==> src/sv/sbh_pkg.sv <==
// sbh_pkg: types and constants shared by the serial boot handshake host.
// No dependencies.
`timescale 1ns / 1ps
`default_nettype none

package sbh_pkg;

    typedef enum logic [3:0] {
        PH_IDLE       = 4'd0,
        PH_SENDING    = 4'd1,
        PH_VERIFYING  = 4'd2,
        PH_VERSION    = 4'd3,
        PH_CONNECTED  = 4'd4,
        PH_MISMATCH   = 4'd5,
        PH_BADVERSION = 4'd6,
        PH_AWAITCHECK = 4'd7,
        PH_LOADED     = 4'd8,
        PH_CHECKFAIL  = 4'd9
    } phase_t;

    typedef enum logic [2:0] {
        KIND_START       = 3'd0,
        KIND_TX_SLOT     = 3'd1,
        KIND_RX_BYTE     = 3'd2,
        KIND_SEND_WORD   = 3'd3,
        KIND_AWAIT_CHECK = 3'd4
    } kind_t;

    // One classified request handed from the front to the back.
    typedef struct packed {
        logic        word_cmd;   // expand word into eleven pulse-coded bytes
        logic        tx_valid;
        logic [7:0]  tx_byte;
        logic [3:0]  status;
        logic [7:0]  version;
        logic [31:0] word;
    } cmd_t;

    localparam logic [7:0] LFSR_SEED     = 8'h50;
    localparam logic [7:0] CAL_BYTE      = 8'hF9;
    localparam logic [7:0] BIT_BASE      = 8'hFE;
    localparam logic [7:0] PULSE_BASE    = 8'h92;
    localparam logic [7:0] PULSE_LAST    = 8'hF2;
    localparam logic [8:0] PRE_END       = 9'd251;
    localparam logic [8:0] HANDSHAKE_END = 9'd509;
    localparam logic [8:0] VERIFY_COUNT  = 9'd250;
    localparam logic [3:0] LAST_BEAT     = 4'd10;
    localparam logic [7:0] VERSION_RESET = 8'h01;

endpackage

`default_nettype wire

==> src/sv/serial_boot_handshake_host_top.sv <==
// A request is written into the command queue, then into the output register.
// While pop keeps the output register free: one request per cycle for single-result requests;
// a send-word request holds the result stage for its eleven encoded bytes, one byte a cycle.
// The command queue takes one further request while the back works through a word, then
// holds full until the closing byte of the word enters the output register.
// Reset: rst_n is asynchronous, active low; phase idle, LFSR 0x50, counters and version
// cleared, expected_version 1, queue and output register empty.
`timescale 1ns / 1ps
`default_nettype none

module serial_boot_handshake_host_top
#(
    parameter int QUEUE_DEPTH = 2
)
(
    input  wire logic        clk,
    input  wire logic        rst_n,
    // request side
    input  wire logic        push,
    output logic             full,
    input  wire logic [2:0]  kind,
    input  wire logic [7:0]  rx_byte,
    input  wire logic [31:0] word_data,
    // result side
    output logic             empty,
    input  wire logic        pop,
    output logic             tx_valid,
    output logic [7:0]       tx_byte,
    output logic             last,
    output logic [3:0]       status,
    output logic [7:0]       version,
    // expected version register
    input  wire logic        cfg_we,
    input  wire logic [7:0]  cfg_data
);

    sbh_pkg::cmd_t front_cmd;
    sbh_pkg::cmd_t head_cmd;
    logic          accept;
    logic          head_valid;
    logic          head_pop;

    // Take a request only when the queue has room for its classified form.
    assign accept = push && !full;

    // Front: advance the protocol state and classify each request.
    sbh_front u_front
    (
        .clk       (clk),
        .rst_n     (rst_n),
        .accept    (accept),
        .kind      (kind),
        .rx_byte   (rx_byte),
        .word_data (word_data),
        .cfg_we    (cfg_we),
        .cfg_data  (cfg_data),
        .cmd       (front_cmd)
    );

    // Hold classified requests so front and back can stall independently.
    sbh_cmd_queue #(
        .DEPTH (QUEUE_DEPTH)
    ) u_queue
    (
        .clk      (clk),
        .rst_n    (rst_n),
        .wr_en    (accept),
        .wr_data  (front_cmd),
        .full     (full),
        .rd_en    (head_pop),
        .rd_valid (head_valid),
        .rd_data  (head_cmd)
    );

    // Back: drop each request into the output register, expanding words into eleven bytes.
    sbh_back u_back
    (
        .clk        (clk),
        .rst_n      (rst_n),
        .head_valid (head_valid),
        .head       (head_cmd),
        .head_pop   (head_pop),
        .empty      (empty),
        .pop        (pop),
        .tx_valid   (tx_valid),
        .tx_byte    (tx_byte),
        .last       (last),
        .status     (status),
        .version    (version)
    );

endmodule

`default_nettype wire

==> src/sv/sbh_front.sv <==
// sbh_front: protocol state (LFSR, phase, counters) and request classification.
// Depends on sbh_pkg.
`timescale 1ns / 1ps
`default_nettype none

module sbh_front
(
    input  wire logic          clk,
    input  wire logic          rst_n,
    input  wire logic          accept,
    input  wire logic [2:0]    kind,
    input  wire logic [7:0]    rx_byte,
    input  wire logic [31:0]   word_data,
    input  wire logic          cfg_we,
    input  wire logic [7:0]    cfg_data,
    output sbh_pkg::cmd_t      cmd
);

    sbh_pkg::phase_t phase_reg, phase_next;
    logic [7:0] lfsr_reg, lfsr_next;
    logic [8:0] step_reg, step_next;
    logic [7:0] acc_reg, acc_next;
    logic [2:0] bidx_reg, bidx_next;
    logic [7:0] expected_reg;

    logic [7:0] lfsr_adv;
    logic       lfsr_bit;
    logic [7:0] rx_val;
    logic [7:0] rx_shifted;
    logic [8:0] step_inc;

    assign lfsr_bit   = lfsr_reg[0];
    assign lfsr_adv   = {lfsr_reg[6:0], lfsr_reg[7] ^ lfsr_reg[5] ^ lfsr_reg[4] ^ lfsr_reg[1]};
    assign rx_val     = rx_byte - sbh_pkg::BIT_BASE;
    assign rx_shifted = rx_val << bidx_reg;
    assign step_inc   = step_reg + 9'd1;

    always_ff @(posedge clk or negedge rst_n)
    begin
        if (!rst_n)
        begin
            phase_reg    <= sbh_pkg::PH_IDLE;
            lfsr_reg     <= sbh_pkg::LFSR_SEED;
            step_reg     <= '0;
            acc_reg      <= '0;
            bidx_reg     <= '0;
            expected_reg <= sbh_pkg::VERSION_RESET;
        end
        else
        begin
            if (accept)
            begin
                phase_reg <= phase_next;
                lfsr_reg  <= lfsr_next;
                step_reg  <= step_next;
                acc_reg   <= acc_next;
                bidx_reg  <= bidx_next;
            end
            if (cfg_we)
            begin
                expected_reg <= cfg_data;
            end
        end
    end

    always_comb
    begin
        phase_next   = phase_reg;
        lfsr_next    = lfsr_reg;
        step_next    = step_reg;
        acc_next     = acc_reg;
        bidx_next    = bidx_reg;
        cmd.word_cmd = 1'b0;
        cmd.tx_valid = 1'b0;
        cmd.tx_byte  = '0;
        cmd.word     = word_data;

        unique case (sbh_pkg::kind_t'(kind))
            sbh_pkg::KIND_START:
            begin
                lfsr_next  = sbh_pkg::LFSR_SEED;
                phase_next = sbh_pkg::PH_SENDING;
                step_next  = '0;
                acc_next   = '0;
                bidx_next  = '0;
            end
            sbh_pkg::KIND_TX_SLOT:
            begin
                if (phase_reg == sbh_pkg::PH_SENDING)
                begin
                    cmd.tx_valid = 1'b1;
                    if (step_reg >= 9'd1 && step_reg < sbh_pkg::PRE_END)
                    begin
                        cmd.tx_byte = sbh_pkg::BIT_BASE | {7'd0, lfsr_bit};
                        lfsr_next   = lfsr_adv;
                    end
                    else
                    begin
                        cmd.tx_byte = sbh_pkg::CAL_BYTE;
                    end
                    if (step_inc >= sbh_pkg::HANDSHAKE_END)
                    begin
                        step_next  = '0;
                        phase_next = sbh_pkg::PH_VERIFYING;
                    end
                    else
                    begin
                        step_next = step_inc;
                    end
                end
                else if (phase_reg == sbh_pkg::PH_AWAITCHECK)
                begin
                    cmd.tx_valid = 1'b1;
                    cmd.tx_byte  = sbh_pkg::CAL_BYTE;
                end
            end
            sbh_pkg::KIND_RX_BYTE:
            begin
                if (phase_reg == sbh_pkg::PH_VERIFYING)
                begin
                    lfsr_next = lfsr_adv;
                    if (rx_val != {7'd0, lfsr_bit})
                    begin
                        phase_next = sbh_pkg::PH_MISMATCH;
                    end
                    else if (step_inc >= sbh_pkg::VERIFY_COUNT)
                    begin
                        step_next  = '0;
                        phase_next = sbh_pkg::PH_VERSION;
                        bidx_next  = '0;
                        acc_next   = '0;
                    end
                    else
                    begin
                        step_next = step_inc;
                    end
                end
                else if (phase_reg == sbh_pkg::PH_VERSION)
                begin
                    acc_next = acc_reg | rx_shifted;
                    if (bidx_reg == 3'd7)
                    begin
                        bidx_next  = '0;
                        phase_next = (acc_next == expected_reg) ? sbh_pkg::PH_CONNECTED
                                                                : sbh_pkg::PH_BADVERSION;
                    end
                    else
                    begin
                        bidx_next = bidx_reg + 3'd1;
                    end
                end
                else if (phase_reg == sbh_pkg::PH_AWAITCHECK)
                begin
                    phase_next = (rx_val != 8'd0) ? sbh_pkg::PH_CHECKFAIL
                                                  : sbh_pkg::PH_LOADED;
                end
            end
            sbh_pkg::KIND_SEND_WORD:
            begin
                cmd.word_cmd = 1'b1;
            end
            sbh_pkg::KIND_AWAIT_CHECK:
            begin
                if (phase_reg == sbh_pkg::PH_CONNECTED)
                begin
                    phase_next = sbh_pkg::PH_AWAITCHECK;
                end
            end
            default:
            begin
                cmd.tx_valid = 1'b0;
            end
        endcase

        cmd.status  = phase_next;
        cmd.version = acc_next;
    end

endmodule

`default_nettype wire

==> src/sv/sbh_cmd_queue.sv <==
// sbh_cmd_queue: short register FIFO of classified requests between front and back.
// Depends on sbh_pkg.
`timescale 1ns / 1ps
`default_nettype none

module sbh_cmd_queue
#(
    parameter int DEPTH = 2
)
(
    input  wire logic          clk,
    input  wire logic          rst_n,
    input  wire logic          wr_en,
    input  wire sbh_pkg::cmd_t wr_data,
    output logic               full,
    input  wire logic          rd_en,
    output logic               rd_valid,
    output sbh_pkg::cmd_t      rd_data
);

    localparam int PTR_W = (DEPTH > 1) ? $clog2(DEPTH) : 1;
    localparam int CNT_W = $clog2(DEPTH + 1);
    localparam logic [PTR_W-1:0] PTR_LAST = PTR_W'(DEPTH - 1);
    localparam logic [CNT_W-1:0] CNT_FULL = CNT_W'(DEPTH);

    sbh_pkg::cmd_t    slot_reg [DEPTH];
    logic [PTR_W-1:0] wptr_reg, rptr_reg;
    logic [CNT_W-1:0] count_reg;
    logic             do_rd;

    assign full     = (count_reg == CNT_FULL);
    assign rd_valid = (count_reg != '0);
    assign rd_data  = slot_reg[rptr_reg];
    assign do_rd    = rd_en && rd_valid;

    always_ff @(posedge clk)
    begin
        if (wr_en)
        begin
            slot_reg[wptr_reg] <= wr_data;
        end
    end

    always_ff @(posedge clk or negedge rst_n)
    begin
        if (!rst_n)
        begin
            wptr_reg  <= '0;
            rptr_reg  <= '0;
            count_reg <= '0;
        end
        else
        begin
            if (wr_en)
            begin
                wptr_reg <= (wptr_reg == PTR_LAST) ? '0 : wptr_reg + PTR_W'(1);
            end
            if (do_rd)
            begin
                rptr_reg <= (rptr_reg == PTR_LAST) ? '0 : rptr_reg + PTR_W'(1);
            end
            if (wr_en && !do_rd)
            begin
                count_reg <= count_reg + CNT_W'(1);
            end
            else if (do_rd && !wr_en)
            begin
                count_reg <= count_reg - CNT_W'(1);
            end
        end
    end

`ifndef SYNTHESIS
    a_no_overflow: assert property (@(posedge clk) disable iff (!rst_n)
        count_reg <= CNT_FULL)
        else $error("command queue holds more than its depth");

    a_count_tracks: assert property (@(posedge clk) disable iff (!rst_n)
        (wr_en && !do_rd) |=> (count_reg == $past(count_reg) + CNT_W'(1)))
        else $error("command queue count missed a write");
`endif

endmodule

`default_nettype wire

==> src/sv/sbh_back.sv <==
// sbh_back: expands queued requests into result items and holds the output register.
// Depends on sbh_pkg.
`timescale 1ns / 1ps
`default_nettype none

module sbh_back
(
    input  wire logic          clk,
    input  wire logic          rst_n,
    input  wire logic          head_valid,
    input  wire sbh_pkg::cmd_t head,
    output logic               head_pop,
    output logic               empty,
    input  wire logic          pop,
    output logic               tx_valid,
    output logic [7:0]         tx_byte,
    output logic               last,
    output logic [3:0]         status,
    output logic [7:0]         version
);

    logic        out_valid_reg, out_valid_next;
    logic        tx_valid_reg, tx_valid_next;
    logic [7:0]  tx_byte_reg, tx_byte_next;
    logic        last_reg, last_next;
    logic [3:0]  status_reg, status_next;
    logic [7:0]  version_reg, version_next;
    logic [3:0]  beat_reg, beat_next;

    logic        advance;
    logic [5:0]  shamt;
    logic [31:0] word_sh;
    logic [7:0]  beat_byte;

    assign advance = !out_valid_reg || pop;
    assign shamt   = {1'b0, beat_reg, 1'b0} + {2'b00, beat_reg};
    assign word_sh = head.word >> shamt;

    always_comb
    begin
        if (beat_reg == sbh_pkg::LAST_BEAT)
        begin
            beat_byte = sbh_pkg::PULSE_LAST | {4'd0, word_sh[1], 2'd0, word_sh[0]};
        end
        else
        begin
            beat_byte = sbh_pkg::PULSE_BASE
                      | {1'b0, word_sh[2], 2'd0, word_sh[1], 2'd0, word_sh[0]};
        end
    end

    always_comb
    begin
        out_valid_next = out_valid_reg;
        tx_valid_next  = tx_valid_reg;
        tx_byte_next   = tx_byte_reg;
        last_next      = last_reg;
        status_next    = status_reg;
        version_next   = version_reg;
        beat_next      = beat_reg;
        head_pop       = 1'b0;

        if (advance)
        begin
            out_valid_next = head_valid;
            if (head_valid)
            begin
                status_next  = head.status;
                version_next = head.version;
                if (head.word_cmd)
                begin
                    tx_valid_next = 1'b1;
                    tx_byte_next  = beat_byte;
                    last_next     = (beat_reg == sbh_pkg::LAST_BEAT);
                    if (beat_reg == sbh_pkg::LAST_BEAT)
                    begin
                        beat_next = '0;
                        head_pop  = 1'b1;
                    end
                    else
                    begin
                        beat_next = beat_reg + 4'd1;
                    end
                end
                else
                begin
                    tx_valid_next = head.tx_valid;
                    tx_byte_next  = head.tx_byte;
                    last_next     = 1'b1;
                    head_pop      = 1'b1;
                end
            end
        end
    end

    always_ff @(posedge clk or negedge rst_n)
    begin
        if (!rst_n)
        begin
            out_valid_reg <= 1'b0;
            beat_reg      <= '0;
        end
        else
        begin
            out_valid_reg <= out_valid_next;
            beat_reg      <= beat_next;
        end
    end

    always_ff @(posedge clk)
    begin
        tx_valid_reg <= tx_valid_next;
        tx_byte_reg  <= tx_byte_next;
        last_reg     <= last_next;
        status_reg   <= status_next;
        version_reg  <= version_next;
    end

    assign empty    = !out_valid_reg;
    assign tx_valid = tx_valid_reg;
    assign tx_byte  = tx_byte_reg;
    assign last     = last_reg;
    assign status   = status_reg;
    assign version  = version_reg;

`ifndef SYNTHESIS
    a_beat_on_word: assert property (@(posedge clk) disable iff (!rst_n)
        (beat_reg != 4'd0) |-> (head_valid && head.word_cmd))
        else $error("word expansion in progress without a word request at the head");

    a_beat_range: assert property (@(posedge clk) disable iff (!rst_n)
        beat_reg <= sbh_pkg::LAST_BEAT)
        else $error("word beat counter out of range");
`endif

endmodule

`default_nettype wire
==> config.mk <==
export PLATFORM = sky130hd
export DESIGN_NAME = serial_boot_handshake_host_top
export DESIGN_NICKNAME = d
export VERILOG_FILES = /design/src/sv/sbh_pkg.sv /design/src/sv/serial_boot_handshake_host_top.sv /design/src/sv/sbh_front.sv /design/src/sv/sbh_cmd_queue.sv /design/src/sv/sbh_back.sv
export SDC_FILE = /design/constraint.sdc
export NUM_CORES = 1
export LEC_CHECK = 0
export BUFFER_PORTS_ARGS = -buffer_cell sky130_fd_sc_hd__buf_2
export CORE_MARGIN = 10
export CORE_UTILIZATION = 54
export CTS_CLUSTER_DIAMETER = 60
export DETAILED_ROUTE_END_ITERATION = 7
export PLACE_DENSITY = 0.8
export SLEW_MARGIN = 5
export SYNTH_ARGS = -nofsm -noshare
export SYNTH_HDL_FRONTEND = slang
export SYNTH_SLANG_ARGS = --single-unit
==> constraint.sdc <==
create_clock -name clk -period 3.2 [get_ports clk]
set_clock_uncertainty 0.2 [all_clocks]
set_input_delay 0.32 -clock clk [delete_from_list [all_inputs] [get_ports clk]]
set_output_delay 0.32 -clock clk [all_outputs]
set_load 0.02 [all_outputs]
==> metrics.yaml, run 1 <==
io_pins: 80
antenna_found_initial: 0
crit_end: "u_back.tx_byte[0]"
startpoint: "u_back.beat_reg[0]"
synth.most_common_cell: "edfxtp_1"
min_period_ps: 3160
seqCellArea_um2: 4715
drc: 0
p_leak_nw: 4.163
critPathKind: "reg2reg"
synth_top_area_share_pct: 38.95
synth_edf_count: 116
timing.fmax_mhz: 316.5
synthMuxAreaShare_pct: 14.89
track_usage_pct: 21.31
avgSynthCellArea_um2: 12.27
largest_reg_flops: 96
synth_cells: 729
clk_latency_ps: 430
path_common_cell: "mux2_2"
grt-ovfl-total: 0
seqPwrFrac_pct: 34.7
critical_path.startpoint_type: "register"
fillCellCount: 1133
slew_headroom_pct: 43.21
worst_slack_ps: 40.47
yosysTopAreaCell: "edfxtp_1"
power_density_nw_per_um2: 937.9
rr_startpoint: "u_back.beat_reg[0]"
io_buffers: 79
hold_path.startpoint: "cfg_we"
totalWireLength_mm: 23.46
synthAdderAreaFrac_pct: 2.183
post-route-util_pct: 66.71
start_util_pct: 55.69
ant_nets: 0
synthSimpleGateAreaFrac_pct: 12.27
rsz0062_at_grt: "no"
cp_num_buf_inv: 0
crit_path_end_kind: "register"
routed_via_density: 6.222
cts_tree: "yes"
synthDistinctLibCells: 89
combPwrFrac_pct: 45.1
dieHeight_um: 148.7
yosysWarnings: 0
outcome: "completed"
synth.cell_area_um2: 8942
max-cap-violations: 0
dieArea_um2: 22110
via_count: 6782
hpwl_mm: 15.78
multiInputGateArea_um2: 3931
rows: 46
drive_above_1_share_pct: 25.89
clockRootBuffer: "clkbuf_16"
synth_top_family_by_area: "multiplexers"
final_max_slew_viol_count: 0
synth_commonest_cells: "edfxtp_1 (116), nand2_1 (60), nor2_1 (47), dfrtp_1 (46), mux4_2 (34)"
slowest_stage: "fa_2"
routedWlPerCell_um: 21.52
worst_path_largest_cell_delay_ps: 610
drtIter0Drc: 489
layout-area-overhead-vs-synth_pct: 19.78
power.total_mw: 10.05
tightest_slew_ps: 851.8
ys_ff_latch: 165
grt_pass1_vias: 6886
reg2reg_depth: 8
finalHoldViolations: 0
peakVddDrop_v: 0.0005267
switching_share_pct: 37.56
die_w_um: 148.7
cts_htree_levels: 4
critPathTopFamily: "multiplexers"
p_clk_share_pct: 20.2
dpl_worst_slack_ps: 147.0
synth_xor_area_share_pct: 2.057
num-nets-final: 931
hold_class: "in2reg"
gp_congestion: 0.9142
path_depth: 8
rrSetupSlack_ps: 40
cp_max_fo: 4
drt-pass1-iter-count: 8
p_int_mw: 6.273
synth_compound_area_share_pct: 12.33
fin_crit_sh_pct: 98.74
ys.flop_type: "edfxtp_1"
finalSetupViolCount: 0
arrival_ps: 3140
clkTransAtPathRegs_ps: 70
yosys-top-cells-area: "edfxtp_1 (39%), dfrtp_1 (13%), mux4_2 (8.6%)"
crit_chain: "ha_1, fa_2, mux4_2, mux2_2, mux2_2, mux2_2, o211ai_1, o21ai_1"
cp_data_required_time_ps: 3180
cts_setup_buffers: 0
numCtsBuffers: 17
grt_pass1_wl_mm: 36.99
syn_nets: 800
cts_buffer_depth: 2
r2r_end: "u_back.tx_byte[0]"
core_um2: 16060
grt_max_degree: 36
yosysSeqAreaShare_pct: 52.71
setup_tns_ps: 0
async_flop_share_pct: 29.70
p_switching_mw: 3.773
numClockSinks: 165
routing by layer:
layer  GRT usage (%)  vias to the layer above  wire [um]
li1                -                     3060          -
met1           24.74                     3346       8992
met2           37.40                      329      12170
met3           4.672                       47       1673
met4           8.523                        0        615
met5               0                        -          0
cells in the final DEF, fill, tap and decap left out, types with 31 or more instances in the layout:
| cell | instances |
|---|---|
| a21oi_1 | 32 |
| buf_2 | 79 |
| buf_4 | 31 |
| dfrtp_1 | 45 |
| dlygate4sd3_1 | 42 |
| edfxtp_1 | 116 |
| inv_1 | 32 |
| mux4_2 | 34 |
| nand2_1 | 60 |
| nor2_1 | 46 |
stage by stage:
step / area (um^2) / hold slack, ps / instances
floorplan: 8945 / -175.6 / 729
global placement: 9703 / 272.2 / 1015
detailed placement: 9703 / 276.1 / 1015
CTS: 10700 / 25.08 / 1089
global route: 10710 / 49.63 / 1089
finish: 10710 / 26.46 / 1090
timing repair:
action | in CTS | in global routing
hold buffers | 42 | 0
setup endpoints to repair | 0 | 13
hold endpoints to repair | 104 | 0
resized for setup | 0 | 2
kinds of logic after synthesis:
group,count (synthesis)
compound gates,153
simple gates,212
fa+ha+maj,15
flops,165
xor+xnor,21
mux,87
buf+inv,76
power by group through the flow:
stage / Clock (mW) / Sequential [mW] / Combinational, mW
4_1_cts: 2.03 / 3.46 / 4.44
3_3_place_gp: 0 / 3.45 / 4.19
3_5_place_dp: 0 / 3.49 / 4.34
2_1_floorplan: 0 / 3.51 / 3.04
6_report: 2.03 / 3.49 / 4.53
5_1_grt: 2.12 / 3.54 / 4.87
how the worst min path moves through the flow:
stage               slack (ps)                       to  cells past startpoint
floorplan                 -180       u_back.beat_reg[0]                      0
global placement           270      u_front.lfsr_reg[3]                      1
detailed placement         280      u_front.lfsr_reg[5]                      1
CTS                         30  u_front.expected_reg[7]                      2
global route                50  u_front.expected_reg[7]                      3
finish                      30  u_front.expected_reg[7]                      2
cell type report:
| cell class | count | share of cell area (%) |
|---|---|---|
| inverter | 34 | 1.191 |
| clock buffer | 21 | 4.205 |
| sequential | 165 | 44.01 |
| antenna | 1 | 0.02336 |
| clock inverter | 11 | 1.180 |
| tap | 216 | 2.523 |
| multi-input combinational | 488 | 36.70 |
| timing repair buffer | 154 | 10.16 |
No activity file was read; power rests on OpenSTA's default activity.
==> run 2, diff against run 1 <==
Settings changed: ABC_AREA set to 1, CORE_UTILIZATION 54 to 55, PLACE_DENSITY 0.8 to 0.81, SYNTH_HIERARCHICAL set to 1.
==> metrics.yaml, run 2 <==
seqCellArea_um2: 5134
diodes: 0
hpwl_mm: 14.81
yosysSeqAreaShare_pct: 54.19
synth_top_family_by_area: "simple AND/OR/NAND/NOR gates"
dieHeight_um: 151.2
rsz0062_at_grt: "no"
min_period_ps: 2621
async_flop_share_pct: 27.37
yosys-top-cells-area: "edfxtp_1 (41%), nand2_1 (14%), dfrtp_1 (12%)"
layout_commonest_cell: "nand2_1"
tightest_slew_ps: 727.8
p_int_mw: 5.952
io_buffers: 79
ys.flop_type: "edfxtp_1"
clk_latency_ps: 430
synthSimpleGateAreaFrac_pct: 24.75
peakVddDrop_v: 0.0006958
yosysTopAreaCell: "edfxtp_1"
hold_class: "in2reg"
rows: 47
post-route-util_pct: 64.17
finalHoldViolations: 0
num-nets-final: 1215
arrival_ps: 2610
grt_max_degree: 55
cts_buffer_depth: 2
p_leak_nw: 4.748
drtIter0Drc: 706
synthDistinctLibCells: 52
via_count: 7357
slew_headroom_pct: 51.48
synth_compound_area_share_pct: 7.819
p_clk_share_pct: 20.4
synth_cells: 1063
start_util_pct: 56.52
power_density_nw_per_um2: 950.1
grt_pass1_vias: 7245
multiInputGateArea_um2: 3410
grt_pass1_wl_mm: 35.94
ys_ff_latch: 179
cp_max_fo: 7
largest_reg_flops: 108
r2r_end: "u_queue/slot_reg[1][38]"
avgSynthCellArea_um2: 8.911
startpoint: "u_front/step_reg[0]"
track_usage_pct: 19.74
critPathKind: "reg2reg"
cts_tree: "yes"
dieArea_um2: 22870
crit_end: "u_queue/slot_reg[1][38]"
totalWireLength_mm: 21.70
timing.fmax_mhz: 381.5
combPwrFrac_pct: 44.6
fin_crit_sh_pct: 81.91
switching_share_pct: 41.74
rr_startpoint: "u_front/step_reg[0]"
ant_nets: 0
finalSetupViolCount: 0
seqPwrFrac_pct: 35.0
cts_htree_levels: 4
clkTransAtPathRegs_ps: 70
outcome: "completed"
crit_path_end_kind: "register"
core_um2: 16760
setup_tns_ps: 0
reg2reg_depth: 13
synth_xor_area_share_pct: 1.400
drive_above_1_share_pct: 15.10
synth.most_common_cell: "nand2_1"
final_max_slew_viol_count: 0
synth_commonest_cells: "nand2_1 (356), edfxtp_1 (130), nand3_1 (99), inv_1 (91), nor2_1 (67)"
ctsResizeCount: 0
synth.cell_area_um2: 9473
rrSetupSlack_ps: 580
syn_nets: 1132
die_w_um: 151.2
fillCellCount: 1330
max-cap-violations: 0
io_pins: 80
p_switching_mw: 4.265
critical_path.startpoint_type: "register"
layout_common_cells: "nand2_1 (356), edfxtp_1 (130), nand3_1 (99)"
synthAdderAreaFrac_pct: 1.796
drc: 0
synthMuxAreaShare_pct: 0.1189
routedWlPerCell_um: 15.74
yosysWarnings: 6
routed_via_density: 5.335
grt-ovfl-total: 0
cp_data_required_time_ps: 3190
numClockSinks: 179
gp_congestion: 0.9425
numCtsBuffers: 17
synth_top_area_share_pct: 41.21
synth_edf_count: 130
layout-area-overhead-vs-synth_pct: 13.53
antenna_found_initial: 0
clockRootBuffer: "clkbuf_16"
drt-pass1-iter-count: 5
run 2: cell types whose count changed after synthesis, moves of 12 or more:
cell / change
a21oi_1: -16
buf_4: +38
clkbuf_1: -14
edfxtp_1: +14
inv_1: +59
mux2_2: -23
mux2i_1: -25
mux4_2: -34
nand2_1: +296
nand3_1: +84
nor2_1: +20
nor3_1: -12
o21ai_0: +34
run 2: cell type report:
class,instances,share of cell area (%)
Sequential cell,179,47.74
Clock buffer,21,4.282
Clock inverter,11,1.187
Timing Repair Buffer,135,8.796
Multi-Input combinational cell,708,31.70
Tap cell,220,2.560
Inverter,105,3.735
run 2: per-layer routing:
metal | track usage, % | share of wire (%) | vias to the layer above
li1 | - | - | 3641
met5 | 0 | 0 | -
met4 | 5.534 | 1.5 | 0
met3 | 4.624 | 6.9 | 28
met1 | 24.50 | 42 | 3406
met2 | 33.65 | 50 | 282
run 2: power by group through the flow:
stage	registers [mW]	logic, mW	clock network (mW)
6_report	3.57	4.56	2.08
5_1_grt	3.63	5.13	2.20
4_1_cts	3.57	4.52	2.10
3_5_place_dp	3.61	4.44	0
3_3_place_gp	3.58	4.40	0
2_1_floorplan	3.72	3.33	0
run 2: logic make-up (layout without fill, tap and decap cells):
group,Yosys count,after routing
compound gates,124,124
xor+xnor,13,13
fa+ha+maj,13,13
buf+inv,176,272
flops,179,179
mux,1,1
simple gates,557,557
run 2: how the worst min path moves through the flow:
stage                       from                       to  slack, ps  cells past startpoint
after CTS                 cfg_we  u_front/expected_reg[0]         10                      3
after detailed placement   rst_n  u_front/expected_reg[3]        160                      1
after floorplan            rst_n       u_back/beat_reg[0]       -180                      0
final                     cfg_we  u_front/expected_reg[0]         10                      3
after global placement     rst_n  u_front/expected_reg[7]        170                      1
after global routing      cfg_we  u_front/expected_reg[0]         40                      3
run 2: repair_timing:
action                                 4_1_cts  5_1_grt
hold buffers                                42        0
setup buffers                                0        0
endpoints found under the hold margin       96        0
run 2: through the flow:
stage	std cells	hold slack [ps]	setup WS (ps)	instance area, um^2	total power, mW
floorplan	1063	-175.6	348.8	9475	7.052
global placement	1305	166.7	608.0	9746	7.979
detailed placement	1305	158.7	527.5	9746	8.051
CTS	1379	14.80	605.8	10750	10.19
global route	1379	44.74	342.2	10750	10.96
finish	1379	13.67	578.9	10750	10.22
run 2: critical path, stage by stage, from the launching register on:
cell and delay, ps:
dfrtp_1 450, ha_1 200, nand2_1 70, inv_2 70
nand3_2 100, nor2_2 110, xor2_1 190, nand3_1 170
o21ai_4 250, nand2_2 120, a21oi_4 200, o21ai_1 100
nand2_1 80, inv_1 50
